### src/hdl/grq_pkg.sv
// Types and constants for the gossip retransmit queue.
package grq_pkg;

  localparam int QUEUE_DEPTH_DEF = 8;
  localparam int PER_PACKET_DEF  = 4;

  localparam int NODE_W = 8;
  localparam int CODE_W = 8;
  localparam int LEFT_W = 4;
  localparam int ENTRY_W = NODE_W + CODE_W + LEFT_W;

  localparam logic [LEFT_W-1:0] SEND_COUNT_RESET = 4'd6;

  localparam logic MODE_ADD  = 1'b0;
  localparam logic MODE_FILL = 1'b1;

  typedef struct packed {
    logic [NODE_W-1:0] node;
    logic [CODE_W-1:0] code;
    logic [LEFT_W-1:0] left;
  } entry_t;

  typedef struct packed {
    logic              match;
    logic              less;
    logic              emit;
    logic              keep;
    logic [LEFT_W-1:0] left_new;
  } scan_res_t;

endpackage

### src/hdl/grq_ram.sv
// Generic single-write, single-read RAM with registered read data.
module grq_ram #(
  parameter int WIDTH = 20,
  parameter int DEPTH = 8
) (
  input  logic                     clk,
  input  logic                     we,
  input  logic [$clog2(DEPTH)-1:0] waddr,
  input  logic [WIDTH-1:0]         wdata,
  input  logic [$clog2(DEPTH)-1:0] raddr,
  output logic [WIDTH-1:0]         rdata
);

  logic [WIDTH-1:0] mem [DEPTH];

  always_ff @(posedge clk) begin
    if (we) begin
      mem[waddr] <= wdata;
    end
    rdata <= mem[raddr];
  end

endmodule

### src/hdl/grq_scan_unit.sv
// Per-entry compare and decrement unit, reused for every slot of a scan.
module grq_scan_unit import grq_pkg::*; #(
  parameter int PER_PACKET = PER_PACKET_DEF
) (
  input  entry_t                            entry,
  input  logic [NODE_W-1:0]                 node,
  input  logic [$clog2(PER_PACKET+1)-1:0]   sent,
  input  logic [LEFT_W-1:0]                 min_left,
  input  logic                              first,
  output scan_res_t                         res
);

  localparam int SW = $clog2(PER_PACKET + 1);

  always_comb begin
    res.match    = (entry.node == node);
    res.less     = first || (entry.left < min_left);
    res.emit     = (entry.left != '0) && (sent < SW'(PER_PACKET));
    res.left_new = res.emit ? entry.left - LEFT_W'(1) : entry.left;
    res.keep     = (res.left_new != '0);
  end

endmodule

### src/hdl/gossip_retransmit_queue_unit.sv
// Gossip retransmit queue: sequencer over one queue RAM and a shared scan unit.
// Each request passes through the START state, a slot-by-slot SCAN of the occupied
// slots and the FIN state; an empty queue skips the scan. No new request is taken until
// the previous one is finished. The scan goes through the single RAM read port, and
// output stalls hold a fill in SCAN and FIN.
// Reset: synchronous; empties the queue and loads send_count with 6.
module gossip_retransmit_queue_unit import grq_pkg::*; #(
  parameter int QUEUE_DEPTH = QUEUE_DEPTH_DEF,
  parameter int PER_PACKET  = PER_PACKET_DEF
) (
  input  logic              clk,
  input  logic              rst,
  input  logic              cfg_valid,
  output logic              cfg_ready,
  input  logic [LEFT_W-1:0] cfg_data,
  input  logic              in_valid,
  output logic              in_stall,
  input  logic              mode,
  input  logic [NODE_W-1:0] node_id,
  input  logic [CODE_W-1:0] item_state,
  output logic              out_valid,
  input  logic              out_stall,
  output logic [NODE_W-1:0] out_node_id,
  output logic [CODE_W-1:0] out_state,
  output logic              entry_valid,
  output logic              last
);

  localparam int AW = $clog2(QUEUE_DEPTH);
  localparam int CW = $clog2(QUEUE_DEPTH + 1);
  localparam int SW = $clog2(PER_PACKET + 1);

  localparam logic [1:0] ST_IDLE  = 2'd0;
  localparam logic [1:0] ST_START = 2'd1;
  localparam logic [1:0] ST_SCAN  = 2'd2;
  localparam logic [1:0] ST_FIN   = 2'd3;

  logic [1:0]        state, state_next;
  logic [AW-1:0]     idx;
  logic [CW-1:0]     wr_ptr;
  logic [CW-1:0]     occ;
  logic [SW-1:0]     sent;
  logic              found;
  logic [AW-1:0]     fidx;
  logic [AW-1:0]     victim;
  logic [LEFT_W-1:0] min_left;
  logic              cur_mode;
  logic [NODE_W-1:0] cur_node;
  logic [CODE_W-1:0] cur_code;
  logic [LEFT_W-1:0] send_count;
  logic              pend_valid;
  logic [NODE_W-1:0] pend_node;
  logic [CODE_W-1:0] pend_code;

  logic                 ram_we;
  logic [AW-1:0]        ram_waddr;
  entry_t               ram_wdata;
  logic [AW-1:0]        ram_raddr;
  logic [ENTRY_W-1:0]   ram_rdata;
  entry_t               rd_entry;
  scan_res_t            sres;
  logic                 out_free;
  logic                 out_load;
  logic                 proceed;
  logic                 last_idx;
  logic                 in_take;

  assign cfg_ready = 1'b1;
  assign in_stall  = (state != ST_IDLE);
  assign in_take   = in_valid && !in_stall;
  assign rd_entry  = entry_t'(ram_rdata);
  assign out_free  = !out_valid || !out_stall;
  assign last_idx  = (CW'(idx) == occ - CW'(1));

  grq_ram #(
    .WIDTH (ENTRY_W),
    .DEPTH (QUEUE_DEPTH)
  ) u_ram (
    .clk   (clk),
    .we    (ram_we),
    .waddr (ram_waddr),
    .wdata (ram_wdata),
    .raddr (ram_raddr),
    .rdata (ram_rdata)
  );

  grq_scan_unit #(
    .PER_PACKET (PER_PACKET)
  ) u_scan (
    .entry    (rd_entry),
    .node     (cur_node),
    .sent     (sent),
    .min_left (min_left),
    .first    (idx == '0),
    .res      (sres)
  );

  // Hold the scan when a second emission would overrun a busy output register.
  assign proceed = (state == ST_SCAN) &&
                   ((cur_mode == MODE_ADD) || !(sres.emit && pend_valid) || out_free);

  assign out_load = (proceed && (cur_mode == MODE_FILL) && sres.emit && pend_valid) ||
                    ((state == ST_FIN) && (cur_mode == MODE_FILL) && out_free);

  always_comb begin
    ram_raddr = '0;
    if (state == ST_SCAN) begin
      ram_raddr = proceed ? idx + AW'(1) : idx;
    end
  end

  always_comb begin
    ram_we    = 1'b0;
    ram_waddr = wr_ptr[AW-1:0];
    ram_wdata = '{node: rd_entry.node, code: rd_entry.code, left: sres.left_new};
    if (state == ST_SCAN) begin
      ram_we = proceed && (cur_mode == MODE_FILL) && sres.keep;
    end else if (state == ST_FIN && cur_mode == MODE_ADD) begin
      ram_we    = 1'b1;
      ram_wdata = '{node: cur_node, code: cur_code, left: send_count};
      priority if (found) begin
        ram_waddr = fidx;
      end else if (occ < CW'(QUEUE_DEPTH)) begin
        ram_waddr = occ[AW-1:0];
      end else begin
        ram_waddr = victim;
      end
    end
  end

  always_comb begin
    state_next = state;
    unique case (state)
      ST_IDLE: begin
        if (in_take) state_next = ST_START;
      end
      ST_START: begin
        state_next = (occ == '0) ? ST_FIN : ST_SCAN;
      end
      ST_SCAN: begin
        if (proceed && last_idx) state_next = ST_FIN;
      end
      ST_FIN: begin
        if (cur_mode == MODE_ADD || out_free) state_next = ST_IDLE;
      end
      default: state_next = ST_IDLE;
    endcase
  end

  always_ff @(posedge clk) begin
    if (rst) begin
      state      <= ST_IDLE;
      occ        <= '0;
      send_count <= SEND_COUNT_RESET;
      out_valid  <= 1'b0;
      pend_valid <= 1'b0;
    end else begin
      state <= state_next;
      if (cfg_valid && cfg_ready) begin
        send_count <= cfg_data;
      end
      if (out_load) begin
        out_valid <= 1'b1;
      end else if (out_valid && !out_stall) begin
        out_valid <= 1'b0;
      end

      if (in_take) begin
        cur_mode   <= mode;
        cur_node   <= node_id;
        cur_code   <= item_state;
        idx        <= '0;
        wr_ptr     <= '0;
        sent       <= '0;
        found      <= 1'b0;
        pend_valid <= 1'b0;
      end

      if (proceed) begin
        idx <= idx + AW'(1);
        if (cur_mode == MODE_ADD) begin
          if (sres.match && !found) begin
            found <= 1'b1;
            fidx  <= idx;
          end
          if (sres.less) begin
            min_left <= rd_entry.left;
            victim   <= idx;
          end
        end else begin
          if (sres.keep) wr_ptr <= wr_ptr + CW'(1);
          if (sres.emit) begin
            // Push the previous emission out; it is not the final one.
            if (pend_valid) begin
              out_node_id <= pend_node;
              out_state   <= pend_code;
              entry_valid <= 1'b1;
              last        <= 1'b0;
            end
            pend_valid <= 1'b1;
            pend_node  <= rd_entry.node;
            pend_code  <= rd_entry.code;
            sent       <= sent + SW'(1);
          end
        end
      end

      if (state == ST_FIN) begin
        if (cur_mode == MODE_ADD) begin
          if (!found && occ < CW'(QUEUE_DEPTH)) occ <= occ + CW'(1);
        end else if (out_free) begin
          out_node_id <= pend_valid ? pend_node : '0;
          out_state   <= pend_valid ? pend_code : '0;
          entry_valid <= pend_valid;
          last        <= 1'b1;
          pend_valid  <= 1'b0;
          occ         <= wr_ptr;
        end
      end
    end
  end

endmodule

### config.mk
export PLATFORM = sky130hd
export DESIGN_NAME = gossip_retransmit_queue_unit
export DESIGN_NICKNAME = d
export VERILOG_FILES = /design/src/hdl/grq_pkg.sv /design/src/hdl/grq_ram.sv /design/src/hdl/grq_scan_unit.sv /design/src/hdl/gossip_retransmit_queue_unit.sv
export SDC_FILE = /design/constraint.sdc
export NUM_CORES = 1
export LEC_CHECK = 0
export ABC_AREA = 1
export BUFFER_PORTS_ARGS = -buffer_cell sky130_fd_sc_hd__buf_2
export CORE_MARGIN = 2
export CORE_UTILIZATION = 35
export DETAILED_ROUTE_END_ITERATION = 8
export PLACE_DENSITY = 0.52
export SYNTH_ARGS = -nofsm -noshare
export SYNTH_HDL_FRONTEND = slang
export SYNTH_HIERARCHICAL = 1
export SYNTH_SLANG_ARGS = --single-unit
### constraint.sdc
create_clock -name clk -period 5.3 [get_ports clk]
set_input_delay 1.06 -clock clk [delete_from_list [all_inputs] [get_ports clk]]
set_output_delay 1.06 -clock clk [all_outputs]
set_load 0.02 [all_outputs]
==> metrics.txt, run 1 <==
status=finished clean; GRT overflow=0; Setup CP Type=flip-flop to flip-flop; switching power total=2.03 mW; Post-synth ARST share=0%; reg-to-reg critical path startpoint=u_ram/rdata[0]; Final #Nets=1,269; R2R cell count=12; buffers added on ports=45; Avg WL per Cell=15.4 um; Final Critical Period=3630 ps; Num Clock Sinks=264; 1st-iter DRT viols=395; Clock Path Buffers=3; Final Skew=13.6 ps; Critical Path RT=5780 ps; top_reg_cell synth=edfxtp_1; Mapped Cells=1,180; Vias/cell=4.44; share of post-route cells with drive strength above 1=10.7%; Antenna Nets Post-Route=0; Sw Ratio=31.6%; Seq pwr share=46.1%; First-pass DRT Iterations=4; initial cell density of the core=35.7%; Non-Filler Instances=1,692; CP endpoint=u_ram/rdata[10]; DP Cell Count=1,639; Post-DP HPWL=15,300 um; Max Cap Viol=0; Int Pwr=4.38 mW; drt total wl=26,100 um; Leak=5.87 nW; post_cts resized=0; Setup crit start kind=flip-flop; Hold Path Origin=u_ram/rdata[9]; CTS buffer count=29; I/O pin count=47; Clk pin slew, worst setup/hold paths=60 ps; launch point of the worst path=u_ram/rdata[0]; largest net degree at the start of global routing=81; H-tree Lvls=1; total placed instance area=12,300 um^2; Synth Register Bits=264; synth warn=6; slew margin rel.=24.8%; setup TNS=0 ps; Max Fclk=276 MHz; max-slew violations=0; overall die area=34,800 um^2; worst-skew pair later-pin latency=540 ps; clock power share=30.9%; design area=13,300 um^2; post-synth top area share=59.8%; pre-CTS setup slack=1550 ps; post-route clock period utilization=68.4%; worst-case vdd ir drop=0.237 mV; area of the multi-input gates=2980 um^2; register area share after synthesis=65.3%; post-CTS setup buffer count=0; CTS Root Cell=clkbuf_16; RSZ-0062 raised after global routing=false; initial antenna violation count=0; Synth Cell Area=11,700 um^2; first-pass GRT wire length=41,200 um; CP Capture Type=flip-flop; top cells by area, synth=edfxtp_1, nand2_1, inv_1; Hold-fix buffers, CTS=0; number of flops mapped to enable cells by yosys=232; Final Hold Vio Count=0; Residual DRC=0; FF-to-FF setup slack=1670 ps; Unique masters post-synth=38; power consumption=6.40 mW; CTS tree=done; GPL Wtd Cong=0.754; Storage cell area=7610 um^2; Vias=7,514; Syn Nets=1,221; combinational group share of total power=23.0%; Die Width=186 um; cell taking the most area after synthesis=edfxtp_1; # setup viols final=0; # fillers=3,180; Core ar.=32,600 um^2; post-route setup slack=1670 ps; area delta synth->final=13.9%; Hold/Removal Path Class=flip-flop to flip-flop; Die Y=186 um; Least-Margin Pin Slew=1130 ps; CP arrival=4100 ps; via count of the first global-routing pass=7,157; terminus of the critical flop-to-flop path=u_ram/rdata[10]; # diodes=0; power per cell area=483 nW/um^2; Critical Path Fanout Max=41; syn_area_per_cell=9.87 um^2; GR Util All Layers=15.1%; site row count=66
worst max-delay path, cell delays in order (launching register included):
cell	delay, ps
dfxtp_1	380
inv_1	120
ha_1	260
a21oi_2	330
nand2_1	120
o21ai_1	740
o22ai_4	100
buf_4	340
inv_2	730
nand3_1	170
nand2_1	100
nand2_1	50
nand2_1	100
layer usage:
| metal | vias up | track usage (%) | part of all wire, % |
|---|---|---|---|
| met5 | - | 0 | 0 |
| met4 | 0 | 4.27 | 2.3 |
| met3 | 33 | 1.99 | 4.3 |
| met2 | 119 | 24.8 | 46 |
| met1 | 3508 | 20.9 | 48 |
| li1 | 3854 | - | - |
layout by cell type, fill, tap and decap left out, drive strengths merged, types with 15 or more instances in the layout:
cell type	netlist	routed
clkbuf	11	38
o21ai	36	36
nor2	44	44
inv	223	223
nand3	114	114
ha	15	15
dfxtp	32	32
nand2	394	394
edfxtp	232	232
buf	32	60
power by group through the flow:
| stage | clock network [mW] | registers (mW) | logic [mW] |
|---|---|---|---|
| 6_report | 1.98 | 2.95 | 1.47 |
| 5_1_grt | 2.12 | 2.98 | 1.70 |
| 4_1_cts | 2.04 | 2.95 | 1.50 |
| 3_5_place_dp | 0 | 3.00 | 1.49 |
| 3_3_place_gp | 0 | 3.00 | 1.47 |
| 2_1_floorplan | 0 | 2.93 | 1.07 |
synthesized netlist by cell type, types with 3 or more instances:
cell type    n
nand2_1    390
dfxtp_1     32
buf_2       18
a31oi_1      4
buf_6       10
nor3_1       3
nor2_2       3
nand3_1    113
o22ai_1      4
nand3b_1     3
a21oi_1     10
xnor2_1      5
ha_1        15
nand2_2      4
nor2_1      41
xor2_1       5
inv_1      219
clkbuf_1    11
inv_2        3
buf_4        3
edfxtp_1   232
o21ai_0     33
area by class of cell:
class | count | share of cell area, %
clock inverters | 15 | 1.17
multi-input cells | 650 | 22.5
inverters | 223 | 6.33
well taps | 442 | 4.17
repair buffers | 60 | 2.55
flip-flops and latches | 264 | 57.3
clock buffers | 38 | 5.95
per-stage QoR:
stage | utilization (%) | hold slack (ps)
3_3_place_gp | 37.8 | 425
2_1_floorplan | - | 409
5_1_grt | 40.7 | 481
4_1_cts | 40.7 | 439
6_report | 40.7 | 438
3_5_place_dp | 37.8 | 429
cells by family after synthesis:
family	count (synthesis)	synth area share, %
xor+xnor	10	0.752
simple gates	562	19.7
buf+inv	266	9.53
compound gates	62	3.05
flops	264	65.3
other cells	1	0.0322
fa+ha+maj	15	1.61
flip-flops by register name, summed over array words and instances (netlist names), 4 cells and up:
| register | count |
|---|---|
| u_ram/rdata | 20 |
| u_ram/mem | 160 |
| occ | 4 |
| cur_node | 8 |
| cur_code | 8 |
| pend_node | 8 |
| wr_ptr | 4 |
| min_left | 4 |
| pend_code | 8 |
| send_count | 4 |
| out_node_id | 8 |
| out_state | 8 |
how the worst min path moves through the flow:
stage	endpoint	slack [ps]	cells after the start
5_1_grt	pend_code[5]	480	0
4_1_cts	pend_code[5]	440	0
2_1_floorplan	pend_code[0]	410	0
3_5_place_dp	pend_code[5]	430	0
6_report	pend_code[5]	440	0
3_3_place_gp	pend_code[5]	420	0
Power figures use the tool's default switching activity.
==> run 2, diff against run 1 <==
- PLACE_DENSITY: 0.52 -> 0.54
- clock period: 5.3 -> 3.3 ns (I/O delays scaled with it)
==> metrics.txt, run 2 (synthesis results as in run 1) <==
Vias=7,677; initial cell density of the core=35.7%; Largest Register=u_ram/mem; CTS Root Cell=clkbuf_16; drt total wl=26,300 um; max-slew violations=0; Leak=5.95 nW; largest net degree at the start of global routing=81; Die Width=186 um; met3 WL=1460 um; RSZ-0062 raised after global routing=false; worst-case vdd ir drop=0.394 mV; max reg flops=160; Setup CP Type=flip-flop to flip-flop; overall die area=34,800 um^2; Avg WL per Cell=15.4 um; Vias/cell=4.50; CTS buffer count=28; site row count=66; Num Clock Sinks=264; Top Registers=u_ram/mem: 160 flops, u_ram/rdata: 20 flops; CTS tree=done; CP Capture Type=flip-flop; Hold/Removal Path Class=input pin to flip-flop; 1st-iter DRT viols=606; Antenna Nets Post-Route=0; pre-CTS setup slack=490 ps; status=finished clean; # setup viols final=0; Least-Margin Pin Slew=870 ps; post-CTS setup buffer count=0; Critical Path Fanout Max=34; I/O pin count=47; Setup crit start kind=flip-flop; via count of the first global-routing pass=7,417; post_cts resized=0; Final Hold Vio Count=0; most frequent cells in the layout=nand2_1, edfxtp_1, inv_1, nand3_1, buf_2; metal2 WL=12,000 um; Residual DRC=0; slew margin rel.=41.9%; commonest non-fill, non-tap cell in the layout=nand2_1; setup TNS=0 ps; Die Y=186 um; Post-DP HPWL=17,000 um; share of post-route cells with drive strength above 1=11.4%; Clock Path Buffers=3; Top Metal Used=met4; Hold-fix buffers, CTS=0; H-tree Lvls=1; post-route setup slack=489 ps; CP arrival=3260 ps; Clk pin slew, worst setup/hold paths=60 ps; power per cell area=781 nW/um^2; first-pass GRT wire length=42,300 um; Final Critical Period=2810 ps; R2R cell count=15; area delta synth->final=15.2%; Final Skew=14.5 ps; wl on met1=12,400 um; hold depth=1; GRT overflow=0; buffers added on ports=45; GR Util All Layers=15.4%; Max Fclk=356 MHz; Critical Path RT=3750 ps; post-route clock period utilization=85.2%; Max Cap Viol=0; worst-skew pair later-pin latency=550 ps; Final #Nets=1,282; Core ar.=32,600 um^2; power consumption=10.5 mW; initial antenna violation count=0; First-pass DRT Iterations=7; GPL Wtd Cong=0.796
run 2: layer usage:
metal  vias up  global-route usage, %
met2       190                   25.1
met3        36                   2.11
met4         0                   4.06
met1      3576                   21.6
met5         -                      0
li1       3875                      -
run 2: stage by stage:
stage               cells  utilization, %  hold slack [ps]  cell area (um^2)
floorplan            1180               -              409             11700
global placement     1653            38.3              417             12500
detailed placement   1653            38.3              416             12500
CTS                  1704            41.2              262             13400
global route         1704            41.2              265             13400
finish               1705            41.2              280             13400
run 2: path summary, 6_finish.rpt:
path                        from              end  slack [ps]
hold / removal     item_state[7]      cur_code[7]         280
setup reg to reg  u_ram/rdata[0]  u_ram/rdata[13]         490
hold reg to reg   u_ram/rdata[8]     pend_code[4]         430
setup / recovery  u_ram/rdata[0]  u_ram/rdata[13]         490
run 2: cell type report:
type,count,area [um^2]
sequential,264,7610
inverter,223,840
timing repair buffer,74,493
clock buffer,35,727
fill,3203,19200
multi-input combinational,650,2980
tap,442,553
antenna,1,2.50
clock inverter,16,220
run 2: worst max-delay path, cell delays in order, from the launching register on:
cell and delay, ps:
dfxtp_1 350, inv_1 100, ha_1 250, a21oi_2 260, nand2_1 100, o21ai_1 230
buf_4 220, nor2_1 70, o21bai_4 210, inv_4 330, buf_12 230, nand2_1 60
nand3_1 60, nand2_1 60, nand2_1 100, nand2_1 60
run 2: power breakdown:
group          leakage (nW)  total [mW]  switching, mW  internal, mW
Combinational          3.10        2.51           1.79         0.722
Sequential             2.39        4.74          0.292          4.45
Clock                 0.462        3.24           1.28          1.95
==> run 3, diff against run 2 <==
- PLACE_DENSITY: 0.54 -> 0.52
- clock period: 3.3 -> 3.1 ns (I/O delays scaled with it)
==> metrics.txt, run 3 (synthesis results as in run 1) <==
status=finished clean; # diodes=0; Avg WL per Cell=16.0 um; max reg flops=160; Setup CP Type=flip-flop to flip-flop; Top Registers=u_ram/mem: 160 flops, u_ram/rdata: 20 flops; Final #Nets=1,287; Least-Margin Pin Slew=1240 ps; overall die area=34,800 um^2; I/O pin count=47; post_cts resized=0; commonest non-fill, non-tap cell in the layout=nand2_1; post-route setup slack=132 ps; Vias/cell=4.53; buffers added on ports=45; post-CTS setup buffer count=0; initial antenna violation count=0; Core Util, Final=41.5%; share of post-route cells with drive strength above 1=12.1%; Die Y=186 um; Hold-fix buffers, CTS=0; Num Clock Sinks=264; post-route clock period utilization=95.7%; CTS tree=done; Die Width=186 um; area delta synth->final=16.2%; site row count=66; Setup crit start kind=flip-flop; Post-DP HPWL=17,500 um; Vias=7,752; Leak=6.01 nW; First-pass DRT Iterations=4; Non-Filler Instances=1,711; DP Cell Count=1,657; initial cell density of the core=35.7%; drt total wl=27,300 um; design area=13,500 um^2; Largest Register=u_ram/mem; max-slew violations=0; Max Cap Viol=0; Final Hold Vio Count=0; CP Capture Type=flip-flop; Residual DRC=0; CTS buffer count=29; 1st-iter DRT viols=517; worst-skew pair later-pin latency=540 ps; slew margin rel.=17.4%; power consumption=11.6 mW; pre-CTS setup slack=82.3 ps; most frequent cells in the layout=nand2_1, edfxtp_1, inv_1, nand3_1, buf_2; total placed instance area=12,500 um^2; CP arrival=3120 ps; first-pass GRT wire length=42,800 um; Max Fclk=337 MHz; Critical Path Fanout Max=20; Core ar.=32,600 um^2; largest net degree at the start of global routing=81; Final Critical Period=2970 ps; CTS Root Cell=clkbuf_16; Hold/Removal Path Class=input pin to flip-flop; via count of the first global-routing pass=7,372; Critical Path RT=3250 ps; GRT overflow=0; power per cell area=854 nW/um^2; GPL Wtd Cong=0.787; GR Util All Layers=15.6%; worst-case vdd ir drop=0.397 mV; H-tree Lvls=1; Antenna Nets Post-Route=0; Final Skew=11.7 ps; hold_ws=254 ps; Clk pin slew, worst setup/hold paths=60 ps; # setup viols final=0; RSZ-0062 raised after global routing=true; Clock Path Buffers=3; setup TNS=0 ps
run 3: changes by cell type in the layout (fill, tap and decap cells not counted), moves of 2 or more:
| cell | delta |
|---|---|
| clkbuf_1 | -2 |
| nor2_4 | +2 |
| clkbuf_8 | +4 |
| nor2_2 | -2 |
| buf_4 | +5 |
run 3: metal layers:
layer / routed length (um) / GRT usage, % / vias up / part of all wire, %
li1: - / - / 3890 / -
met1: 13100 / 21.9 / 3702 / 48
met2: 12900 / 26.0 / 135 / 47
met3: 927 / 1.92 / 25 / 3.4
met4: 376 / 3.36 / 0 / 1.4
met5: 0 / 0 / - / 0
run 3: area by class of cell:
class	instances	area, um^2
sequential	264	7610
clock inverter	16	231
timing repair buffer	78	510
tap	442	553
fill	3166	19100
inverter	223	842
multi-input combinational	650	2990
clock buffer	38	800
run 3: final timing paths:
path / from / to / slack (ps) / cells after the start
hold reg to reg: u_ram/rdata[8] / pend_code[4] / 430 / 0
hold / removal: node_id[0] / cur_node[0] / 250 / 1
setup / recovery: state[0] / u_ram/mem[5][1] / 130 / 9
setup reg to reg: state[0] / u_ram/mem[5][1] / 130 / 9
run 3: worst max-delay path: stages (launching register included):
cell and delay [ps]:
dfxtp_1 320, inv_1 150, ha_1 240, inv_1 80, nand2_1 110, buf_4 180, a21oi_1 50, a22oi_1 290
nand2_1 190, nor2_2 960
run 3: report_power, final:
part / leakage [nW] / switching, mW / internal [mW] / total, mW
clock network: 0.512 / 1.38 / 2.31 / 3.68
logic: 3.11 / 2.05 / 0.805 / 2.86
registers: 2.39 / 0.283 / 4.74 / 5.03
total: 6.01 / 3.71 / 7.85 / 11.6
